## config.mk

```make
export PLATFORM = sky130hd
export DESIGN_NAME = vector_norm_unit_top
export DESIGN_NICKNAME = d
export VERILOG_FILES = /design/src/rtl/vnu_pkg.sv /design/src/rtl/vnu_isqrt.sv /design/src/rtl/vnu_datapath.sv /design/src/rtl/vnu_ctrl.sv /design/src/rtl/vector_norm_unit_top.sv
export SDC_FILE = /design/constraint.sdc
export NUM_CORES = 2
export LEC_CHECK = 0
export BUFFER_PORTS_ARGS = -buffer_cell sky130_fd_sc_hd__buf_2
export CORE_MARGIN = 2
export CORE_UTILIZATION = 69
export CTS_BUF_LIST = sky130_fd_sc_hd__clkbuf_4
export DETAILED_ROUTE_END_ITERATION = 6
export GPL_TIMING_DRIVEN = 0
export PLACE_DENSITY = 0.89
export SLEW_MARGIN = 20
export SYNTH_ARGS = -nofsm -noshare
export SYNTH_HDL_FRONTEND = slang
export SYNTH_HIERARCHICAL = 1
export SYNTH_SLANG_ARGS = --single-unit
```

## constraint.sdc

```tcl
create_clock -name aclk -period 37.9 [get_ports aclk]
set_input_delay 11.37 -clock aclk [delete_from_list [all_inputs] [get_ports aclk]]
set_output_delay 11.37 -clock aclk [all_outputs]
set_load 0.05 [all_outputs]
```

## src/rtl/vnu_pkg.sv

```systemverilog
// Shared types and constants for the vector norm unit.
package vnu_pkg;

    // Longest vector that is accumulated exactly
    localparam int MAX_LENGTH = 1024;

    // Field widths
    localparam int ELEM_W = 24;
    localparam int MAG_W  = ELEM_W;
    localparam int SQ_W   = 2 * ELEM_W - 1;
    localparam int NORM_W = 35;

    // Accumulator holds MAX_LENGTH squares of at most 2^46 each
    localparam int ACC_W  = $clog2(MAX_LENGTH) + SQ_W;
    localparam int CNT_W  = $clog2(MAX_LENGTH + 1);

    // Square root sizing: radicand padded to an even width
    localparam int RAD_W  = ACC_W + (ACC_W % 2);
    localparam int ROOT_W = RAD_W / 2;
    localparam int REM_W  = ROOT_W + 2;
    localparam int ITER_W = $clog2(ROOT_W);

    // Saturation ceilings per norm kind
    localparam logic [ACC_W-1:0] CEIL_L1    = ACC_W'(MAX_LENGTH) << (ELEM_W - 1);
    localparam logic [ACC_W-1:0] CEIL_L2    = ACC_W'(MAX_LENGTH) << (2 * (ELEM_W - 1));
    localparam logic [ACC_W-1:0] CEIL_LINF  = ACC_W'(1) << (ELEM_W - 1);
    localparam logic [ACC_W-1:0] NORM_CLAMP = ACC_W'(1) << (NORM_W - 1);

    typedef enum logic [1:0] {
        KIND_L1   = 2'd0,
        KIND_L2   = 2'd1,
        KIND_LINF = 2'd2,
        KIND_NONE = 2'd3
    } kind_t;

    typedef struct packed {
        logic signed [ELEM_W-1:0] element;
        logic                     last_element;
    } in_t;

    typedef struct packed {
        logic [NORM_W-1:0] norm_value;
        logic              saturated;
    } out_t;

    // Controller to datapath
    typedef struct packed {
        logic take;
        logic root_start;
        logic finish;
    } vnu_cmd_t;

    // Datapath to controller
    typedef struct packed {
        logic pipe_last;
        logic kind_l2;
        logic root_ready;
        logic out_free;
    } vnu_status_t;

endpackage

```

## src/rtl/vnu_isqrt.sv

```systemverilog
// Iterative integer square root, two radicand bits per cycle.
module vnu_isqrt (
    input  logic                        aclk,
    input  logic                        aresetn,
    input  logic                        start,
    input  logic [vnu_pkg::ACC_W-1:0]   radicand,
    output logic                        busy,
    output logic [vnu_pkg::ROOT_W-1:0]  root
);
    import vnu_pkg::*;

    logic              busy_reg, busy_next;
    logic [ITER_W-1:0] iter_reg, iter_next;
    logic [RAD_W-1:0]  rad_reg, rad_next;
    logic [REM_W-1:0]  rem_reg, rem_next;
    logic [ROOT_W-1:0] root_reg, root_next;

    logic [REM_W-1:0]  rem_shift;
    logic [REM_W-1:0]  trial;
    logic              fits;

    // One restoring step: bring down two bits, try root*4+1
    always_comb begin
        rem_shift = {rem_reg[REM_W-3:0], rad_reg[RAD_W-1 -: 2]};
        trial     = {root_reg, 2'b01};
        fits      = (rem_shift >= trial);
    end

    always_comb begin
        busy_next = busy_reg;
        iter_next = iter_reg;
        rad_next  = rad_reg;
        rem_next  = rem_reg;
        root_next = root_reg;
        if (start) begin
            busy_next = 1'b1;
            iter_next = '0;
            rad_next  = RAD_W'(radicand);
            rem_next  = '0;
            root_next = '0;
        end else if (busy_reg) begin
            rad_next  = rad_reg << 2;
            rem_next  = fits ? (rem_shift - trial) : rem_shift;
            root_next = {root_reg[ROOT_W-2:0], fits};
            iter_next = iter_reg + ITER_W'(1);
            if (iter_reg == ITER_W'(ROOT_W - 1)) begin
                busy_next = 1'b0;
            end
        end
    end

    always_ff @(posedge aclk) begin
        if (!aresetn) begin
            busy_reg <= 1'b0;
            iter_reg <= '0;
        end else begin
            busy_reg <= busy_next;
            iter_reg <= iter_next;
        end
    end

    always_ff @(posedge aclk) begin
        rad_reg  <= rad_next;
        rem_reg  <= rem_next;
        root_reg <= root_next;
    end

    assign busy = busy_reg;
    assign root = root_reg;

endmodule

```

## src/rtl/vnu_datapath.sv

```systemverilog
// Datapath: magnitude and square stage, accumulator, root unit, result register.
module vnu_datapath (
    input  logic                 aclk,
    input  logic                 aresetn,
    input  vnu_pkg::in_t         s_data,
    output vnu_pkg::out_t        m_data,
    output logic                 m_valid,
    input  logic                 m_ready,
    input  logic                 cfg_valid,
    input  logic [1:0]           cfg_data,
    input  vnu_pkg::vnu_cmd_t    cmd,
    output vnu_pkg::vnu_status_t status
);
    import vnu_pkg::*;

    kind_t             kind_reg, kind_next;

    // Element stage
    logic              p_valid_reg, p_valid_next;
    logic              p_last_reg, p_last_next;
    logic [MAG_W-1:0]  p_mag_reg, p_mag_next;
    logic [SQ_W-1:0]   p_sq_reg, p_sq_next;
    logic [MAG_W-1:0]  mag;
    logic [2*MAG_W-1:0] prod;

    // Accumulation state
    logic [ACC_W-1:0]  acc_reg, acc_next;
    logic [CNT_W-1:0]  count_reg, count_next;
    logic              ovf_reg, ovf_next;

    // Result register
    logic              m_valid_reg, m_valid_next;
    out_t              m_data_reg, m_data_next;

    logic              root_busy;
    logic [ROOT_W-1:0] root;

    vnu_isqrt u_isqrt (
        .aclk     (aclk),
        .aresetn  (aresetn),
        .start    (cmd.root_start),
        .radicand (acc_reg),
        .busy     (root_busy),
        .root     (root)
    );

    // Magnitude and square of the incoming beat
    always_comb begin
        mag          = s_data.element[ELEM_W-1] ? (~s_data.element + 1'b1) : s_data.element;
        prod         = mag * mag;
        p_mag_next   = cmd.take ? mag : p_mag_reg;
        p_sq_next    = cmd.take ? prod[SQ_W-1:0] : p_sq_reg;
        p_last_next  = cmd.take ? s_data.last_element : p_last_reg;
        p_valid_next = cmd.take;
    end

    // Accumulate under the current kind, saturating past the maximum length; clear on finish
    always_comb begin
        acc_next   = acc_reg;
        count_next = count_reg;
        ovf_next   = ovf_reg;
        if (cmd.finish) begin
            acc_next   = '0;
            count_next = '0;
            ovf_next   = 1'b0;
        end else if (p_valid_reg) begin
            if (count_reg >= CNT_W'(MAX_LENGTH)) begin
                ovf_next = 1'b1;
                case (kind_reg)
                    KIND_L1:   acc_next = CEIL_L1;
                    KIND_L2:   acc_next = CEIL_L2;
                    KIND_LINF: acc_next = CEIL_LINF;
                    default:   acc_next = acc_reg;
                endcase
            end else begin
                count_next = count_reg + CNT_W'(1);
                case (kind_reg)
                    KIND_L1:   acc_next = acc_reg + ACC_W'(p_mag_reg);
                    KIND_L2:   acc_next = acc_reg + ACC_W'(p_sq_reg);
                    KIND_LINF: acc_next = (ACC_W'(p_mag_reg) > acc_reg) ?
                                          ACC_W'(p_mag_reg) : acc_reg;
                    default:   acc_next = acc_reg;
                endcase
            end
        end
    end

    // Result register: loaded on finish, emptied by the output beat
    always_comb begin
        m_data_next  = m_data_reg;
        m_valid_next = m_valid_reg && !m_ready;
        if (cmd.finish) begin
            m_valid_next          = 1'b1;
            m_data_next.saturated = ovf_reg;
            case (kind_reg)
                KIND_L2:   m_data_next.norm_value = NORM_W'(root);
                KIND_NONE: m_data_next.norm_value = '0;
                default:   m_data_next.norm_value = (acc_reg > NORM_CLAMP) ?
                                                    NORM_CLAMP[NORM_W-1:0] :
                                                    acc_reg[NORM_W-1:0];
            endcase
        end
    end

    // Configuration register
    always_comb begin
        kind_next = cfg_valid ? kind_t'(cfg_data) : kind_reg;
    end

    always_ff @(posedge aclk) begin
        if (!aresetn) begin
            kind_reg    <= KIND_L1;
            p_valid_reg <= 1'b0;
            acc_reg     <= '0;
            count_reg   <= '0;
            ovf_reg     <= 1'b0;
            m_valid_reg <= 1'b0;
        end else begin
            kind_reg    <= kind_next;
            p_valid_reg <= p_valid_next;
            acc_reg     <= acc_next;
            count_reg   <= count_next;
            ovf_reg     <= ovf_next;
            m_valid_reg <= m_valid_next;
        end
    end

    always_ff @(posedge aclk) begin
        p_last_reg <= p_last_next;
        p_mag_reg  <= p_mag_next;
        p_sq_reg   <= p_sq_next;
        m_data_reg <= m_data_next;
    end

    always_comb begin
        status.pipe_last  = p_valid_reg && p_last_reg;
        status.kind_l2    = (kind_reg == KIND_L2);
        status.root_ready = !root_busy;
        status.out_free   = !m_valid_reg || m_ready;
    end

    assign m_valid = m_valid_reg;
    assign m_data  = m_data_reg;

endmodule

```

## src/rtl/vnu_ctrl.sv

```systemverilog
// Controller: sequences element intake, finishing and the square root.
module vnu_ctrl (
    input  logic                 aclk,
    input  logic                 aresetn,
    input  logic                 s_valid,
    output logic                 s_ready,
    input  vnu_pkg::vnu_status_t status,
    output vnu_pkg::vnu_cmd_t    cmd
);
    import vnu_pkg::*;

    typedef enum logic [3:0] {
        ST_RUN  = 4'b0001,
        ST_FIN  = 4'b0010,
        ST_ROOT = 4'b0100,
        ST_IDLE = 4'b1000
    } state_t;

    state_t state_reg, state_next;

    // Next state and commands
    always_comb begin
        state_next     = state_reg;
        s_ready        = 1'b0;
        cmd.take       = 1'b0;
        cmd.root_start = 1'b0;
        cmd.finish     = 1'b0;
        case (state_reg)
            ST_RUN: begin
                s_ready  = !status.pipe_last;
                cmd.take = s_valid && !status.pipe_last;
                if (status.pipe_last) begin
                    state_next = ST_FIN;
                end
            end
            ST_FIN: begin
                if (status.kind_l2) begin
                    cmd.root_start = 1'b1;
                    state_next     = ST_ROOT;
                end else if (status.out_free) begin
                    cmd.finish = 1'b1;
                    state_next = ST_RUN;
                end
            end
            ST_ROOT: begin
                if (status.root_ready && status.out_free) begin
                    cmd.finish = 1'b1;
                    state_next = ST_RUN;
                end
            end
            default: begin
                state_next = ST_RUN;
            end
        endcase
    end

    always_ff @(posedge aclk) begin
        if (!aresetn) begin
            state_reg <= ST_RUN;
        end else begin
            state_reg <= state_next;
        end
    end

`ifndef SYNTH
    // A last element in the stage always leads to finishing
    a_last_to_fin: assert property (@(posedge aclk) disable iff (!aresetn)
        status.pipe_last |=> (state_reg == ST_FIN))
        else $error("last element did not start finishing");

    // A pending result is never overwritten
    a_no_overwrite: assert property (@(posedge aclk) disable iff (!aresetn)
        cmd.finish |-> status.out_free)
        else $error("result loaded while output full");

    // The root state is held while the root unit is still working
    a_root_hold: assert property (@(posedge aclk) disable iff (!aresetn)
        (state_reg == ST_ROOT && !status.root_ready) |=> (state_reg == ST_ROOT))
        else $error("left root state before root was ready");

    // No element is taken while the accumulator is being finished
    a_no_take_busy: assert property (@(posedge aclk) disable iff (!aresetn)
        (state_reg == ST_FIN || state_reg == ST_ROOT) |-> !cmd.take)
        else $error("element taken during finish");
`endif

endmodule

```

## src/rtl/vector_norm_unit_top.sv

```systemverilog
// Vector norm unit: L1, L2 and L-infinity norm of a streamed vector.
// Elements are taken one beat per cycle while s_ready is high; after the last
// element no beat is taken until the result register is loaded, for every kind,
// which waits for a free output and, for L2, for the two-bit-per-cycle square root unit.
// Synchronous active-low reset clears the accumulator, count, flag and kind.
module vector_norm_unit_top (
    input  logic          aclk,
    input  logic          aresetn,
    input  logic          s_valid,
    output logic          s_ready,
    input  vnu_pkg::in_t  s_data,
    output logic          m_valid,
    input  logic          m_ready,
    output vnu_pkg::out_t m_data,
    input  logic          cfg_valid,
    output logic          cfg_ready,
    input  logic [1:0]    cfg_data
);
    import vnu_pkg::*;

    vnu_cmd_t    cmd;
    vnu_status_t status;

    // Configuration is always accepted
    assign cfg_ready = 1'b1;

    vnu_ctrl u_ctrl (
        .aclk    (aclk),
        .aresetn (aresetn),
        .s_valid (s_valid),
        .s_ready (s_ready),
        .status  (status),
        .cmd     (cmd)
    );

    vnu_datapath u_datapath (
        .aclk      (aclk),
        .aresetn   (aresetn),
        .s_data    (s_data),
        .m_data    (m_data),
        .m_valid   (m_valid),
        .m_ready   (m_ready),
        .cfg_valid (cfg_valid),
        .cfg_data  (cfg_data),
        .cmd       (cmd),
        .status    (status)
    );

endmodule

```

* Word-level counts from Yosys, hierarchy flattened *
Index checks and enable logic that the tools add are counted.
Widths: inputs -> output; s select.

word-level totals
  register bits after elaboration = 307
  output and inout port bits = 39
  word-level logic and storage cells = 88
  bits of input ports = 32

cells by class
  equality and inequality tests = 11
  mux-type cells = 27
  bitwise logic cells = 3
  multipliers = 1
  $add $sub $neg = 6
  reduce and logical (&&, ||, !) cells = 18
  order comparisons = 4

operator list
  kind                   count
  $pmux 57 s3            2
  $mux 57                4
  $pmux 35 s2            1
  $add 57x24->57         1
  $add 57x47->57         1
  $gt 24x57->1           1
  $gt 57x35->1 const B   1
  $mul 24x24->47         1
  $mux 35                1
  $ge 31x31->1           1
  $mux 29                1
  $sub 29x29->29         1
  $add 24x1->24 const B  1
  $mux 24                1
  $not 24->24            1
  $mux 4                 4
  $pmux 4 s3             1
  $add 11x1->11 const B  1
  $ge 11x11->1 const B   1
  $mux 1                 11
  $reduce_and 3->1       2
  $add 5x1->5 const B    1
  $eq 5x5->1 const B     1
  $eq 2x2->1 const B     2
  other kinds (17)       27

* Logic depth before layout (Yosys ltp) *
  word-level depth = 6
  depth in mapped cells = 39
  mapped depth without buffers = 35

* Modules after synthesis *
Netlist, hierarchy kept.

modules (own cells, without submodules)
  module                seq. area each (µm²)  area an instance (µm²)  times used  cells an instance
  vnu_datapath          4644.5                26825.7                 1           2916
  vnu_isqrt             3012.9                6572.6                  1           643
  vnu_ctrl              60.1                  197.7                   1           25
  vector_norm_unit_top  0.0                   11.3                    1           2

* Least setup slack after synthesis *
OpenSTA, ideal clock, no wires.

  kind = input port to flip-flop
  from = in s_data[1] in the netlist's numbering
  to = reg u_datapath.p_sq_reg[43], data pin
  library setup time = 259 ps
  arrival = 19899 ps
  slack = 17742 ps
  path buffers = 3
  cell stages on the path = 34
  data required time = 37641 ps
  cell sequence = clkbuf_1 -> inv_1 -> clkbuf_1 -> ha_1 -> nand2_1 -> or3_1 -> or3_1 -> or4_1 -> o21ai_2 -> xor2_2 -> buf_4 -> nor2_1 -> fa_1 -> inv_1 -> fa_1 -> fa_1 -> fa_1 -> fa_1 -> inv_1 -> fa_1 -> inv_1 -> fa_1 -> inv_1 -> ha_1 -> nand4_1 -> or2_2 -> nor2_1 -> nand2_1 -> a211o_1 -> a31oi_1 -> o2111a_1 -> o21a_1 -> nor2_1 -> xnor2_1

on the way
  longest elaborated chain between the ends = 4

ends and longest elaborated chain
  item                           RTL line                    RTL
  start: declaration             vector_norm_unit_top.sv:11  input vnu_pkg::in_t s_data,
  $not 24->24                    vnu_datapath.sv:49          mag = s_data.element[ELEM_W-1] ? (~s_data.element + 1'b1) : s_data.element;
  $add 24x1->24                  vnu_datapath.sv:49
  $mux 24 *                      vnu_datapath.sv:49
  $mul 24x24->47 *               vnu_datapath.sv:50          prod = mag * mag;
  named net u_datapath.prod[43]  vnu_datapath.sv:24          logic [2*MAG_W-1:0] prod;
  end signal: assignment         vnu_datapath.sv:131         p_sq_reg <= p_sq_next;
  end: declaration               vnu_datapath.sv:22          logic [SQ_W-1:0] p_sq_reg, p_sq_next;

Mark *: on every way through the listed nets, which the timed path passes. The rest lies on a longest branch.
A chain may end at the register's enable or synchronous reset.

* Worst setup path in the final report *
  from = in s_data[1] in the netlist's numbering
  to = reg u_datapath.p_sq_reg[46], data pin

on the way
  longest elaborated chain between the ends = 4

ends and longest elaborated chain
  item                           RTL line            RTL
  $not 24->24                    vnu_datapath.sv:49
  $add 24x1->24                  vnu_datapath.sv:49
  $mux 24                        vnu_datapath.sv:49
  named net u_datapath.mag[12]   vnu_datapath.sv:23  logic [MAG_W-1:0] mag;
  $mul 24x24->47                 vnu_datapath.sv:50
  named net u_datapath.prod[46]  vnu_datapath.sv:24

The timed path passes the listed nets, and every way through them passes these cells.

==> impl_metrics.env <==
export IMPL_synth_edf_count=163
export IMPL_cts_buffer_depth=3
export IMPL_clkTransAtPathRegs_ns=0.07
export IMPL_finalCritPeriodShare_pct=57.85
export IMPL_max_freq_ghz=0.04561
export IMPL_synth_top_cell_area_share_pct=25.67
export IMPL_syn_to_final_growth_pct=6.515
export IMPL_synth_top_cell_by_area="fa_1"
export IMPL_cts_setup_buffers=0
export IMPL_wl_met3_um=8386
export IMPL_hold_class="reg2reg"
export IMPL_rows=80
export IMPL_grt_pass1_vias=27398
export IMPL_die_height_um=224.7
export IMPL_seq_area_frac_synth_pct=22.96
export IMPL_wl_um=86640
export IMPL_critical_path_slowest_cell="xor2_1"
export IMPL_drive_above_1_share_pct=8.717
export IMPL_cp_max_fo=11
export IMPL_clock_sinks=304
export IMPL_fin_crit_ns=21.93
export IMPL_holdBufCountCts=0
export IMPL_ys_ff_latch=304
export IMPL_antenna_found_initial=2
export IMPL_cp_arrival_ns=22.42
export IMPL_dr_pass1_iters=5
export IMPL_gp_congestion=1.002
export IMPL_final_common_cell="inv_1"
export IMPL_synth_area_um2=33610
export IMPL_cp_start_kind="input port"
export IMPL_finalSetupViolCount=0
export IMPL_r2r_start="u_datapath/kind_reg[0]$_SDFFE_PN0P_"
export IMPL_wire_per_inst_um=19.63
export IMPL_synth_cells=3586
export IMPL_routed_via_density=6.018
export IMPL_io_pins=71
export IMPL_finalClockSkew_ns=0.06522
export IMPL_cp_common_cell="fa_1"
export IMPL_wl_met2_um=40050
export IMPL_async_flop_share_pct=0
export IMPL_first_iter_violations=2311
export IMPL_grt_overflow_total=0
export IMPL_cp_slowest_stage_delay_ns=0.87
export IMPL_finalHoldViolCount=0
export IMPL_setup_tns_ns=0
export IMPL_nNetsFinal=4482
export IMPL_crit_end="u_datapath/p_sq_reg[46]$_DFFE_PP_"
export IMPL_cts_max_level=3
export IMPL_rrSetupSlack_ns=32.12
export IMPL_drv_slew=0
export IMPL_largest_register_ffs=58
export IMPL_core_area_um2=47950
export IMPL_dieWidth_um=224.7
export IMPL_crit_type="in2reg"
export IMPL_tightest_slew_ns=1.220
export IMPL_dp_hpwl_um=69830
export IMPL_crit_start="s_data[1]"
export IMPL_maxCapViolCount=0
export IMPL_required_ns=38.40
export IMPL_numPortBuffers=69
export IMPL_dr_max_layer_used="met4"
export IMPL_final_cell_mix="inv_1, fa_1, nand2_1"
export IMPL_clk_latency_ns=0.80
export IMPL_drt_met1_wl_um=32370
export IMPL_synth_area_top_cells="fa_1, edfxtp_1, ha_1, dfxtp_1, inv_1"
export IMPL_cts_resized=0
export IMPL_die_area_um2=50490
export IMPL_cts_tree="done"
export IMPL_syn_avg_cell_area_um2=9.372
export IMPL_fillers=3327
export IMPL_vias=26565
export IMPL_r2r_cells=16
export IMPL_endpoint_kind="flop"
export IMPL_reg2reg_to="u_datapath/acc_reg[49]$_SDFFE_PP0P_"
export IMPL_clock_root_buffer="clkbuf_4"
export IMPL_grt_pass1_wl_um=139100
export IMPL_grtUsageTotal_pct=35.51
export IMPL_synthFlopType="edfxtp_1"
export IMPL_synth_warnings=6
export IMPL_ant_nets=0
export IMPL_initial_core_util_pct=70.09
export IMPL_status="finished clean"
export IMPL_synth_cell_types=93
export IMPL_grt_max_degree=65
export IMPL_cts_buffers=67
export IMPL_relSlewSlack_pct=18.38
export IMPL_route_detailed_drc=0
export IMPL_rsz0062_at_grt="false"
[kinds of logic after synthesis]
family                     synth area share [%]
buffers and inverters                     9.043
adders and majority gates                 35.91
DFF                                       22.96
xor gates and xnor gates                  3.853
muxes                                     3.742
AOI/OAI and AO/OA                         11.77
and+or+nand+nor                           12.68
other                                   0.03350
[worst min-delay path by stage]
stage | cells past startpoint | endpoint | slack (ns) | start
finish | 0 | u_datapath/m_data[0]$_DFFE_PP_ | 0.46 | u_datapath/ovf_reg$_SDFFE_PP0P_
global route | 0 | u_datapath/m_data[0]$_DFFE_PP_ | 0.46 | u_datapath/ovf_reg$_SDFFE_PP0P_
CTS | 0 | u_datapath/m_data[0]$_DFFE_PP_ | 0.46 | u_datapath/ovf_reg$_SDFFE_PP0P_
detailed placement | 0 | u_datapath/m_data[0]$_DFFE_PP_ | 0.43 | u_datapath/ovf_reg$_SDFFE_PP0P_
global placement | 0 | u_datapath/m_data[0]$_DFFE_PP_ | 0.44 | u_datapath/ovf_reg$_SDFFE_PP0P_
floorplan | 0 | u_datapath/m_data[0]$_DFFE_PP_ | 0.41 | u_datapath/ovf_reg$_SDFFE_PP0P_
[routing by layer]
metal / track usage [%] / vias up
met2: 58.35 / 1467
met3: 7.890 / 356
met1: 42.49 / 12586
met4: 22.75 / 0
met5: 0 / -
li1: - / 12156
[cell type report]
type | count | area, µm² | area share [%]
Antenna cell | 2 | 5.005 | 0.01398
Buffer | 130 | 535.5 | 1.496
Clock buffer | 100 | 750.7 | 2.097
Clock inverter | 22 | 146.4 | 0.4089
Inverter | 667 | 2504 | 6.994
Multi-Input combinational cell | 2501 | 22950 | 64.11
Sequential cell | 304 | 7717 | 21.56
Tap cell | 615 | 769.5 | 2.150
Timing Repair Buffer | 73 | 417.9 | 1.167
[worst max-delay path, delay by kind of cell]
family	cells	cell delay, ns
buffers and inverters	9	2.83
AND/OR/NAND/NOR	6	1.30
adder cells (fa/ha/maj)	9	4.24
AO/OA/AOI/OAI	7	1.69
XOR/XNOR	2	0.98
[metrics by stage]
stage | area (µm²) | util (%) | setup WS [ns] | hold slack, ns | std cells
2_1_floorplan | 33670 | - | 17.74 | 0.4090 | 3602
3_3_place_gp | 34780 | 72.54 | 15.33 | 0.4380 | 4286
3_5_place_dp | 34880 | 72.75 | 15.54 | 0.4284 | 4290
4_1_cts | 35780 | 74.62 | 16.37 | 0.4573 | 4412
5_1_grt | 35790 | 74.66 | 15.77 | 0.4581 | 4413
6_report | 35800 | 74.66 | 15.97 | 0.4639 | 4414
[synthesized netlist by cell type (15+ instances only)]
library cell,instances
a31oi_1,18
nand4_1,36
nor4_1,17
nor3_1,32
nor2_1,296
edfxtp_1,163
nand2b_1,21
dfxtp_1,141
o21ai_0,108
o21a_1,15
or3_1,24
xnor2_1,90
and3_1,20
o31ai_1,18
a21o_1,68
a211oi_1,21
nand3_1,42
and2_1,43
nand2_1,304
xor2_1,51
a21oi_1,179
o21bai_1,18
mux2_2,77
a22o_1,41
nor2b_1,26
clkbuf_1,101
a311oi_1,18
fa_1,431
ha_1,275
mux2i_1,39
inv_1,655
Power is left out: the tool's default activity adds up to more than one toggle a clock period on the data nets, which glitch-free logic cannot reach.
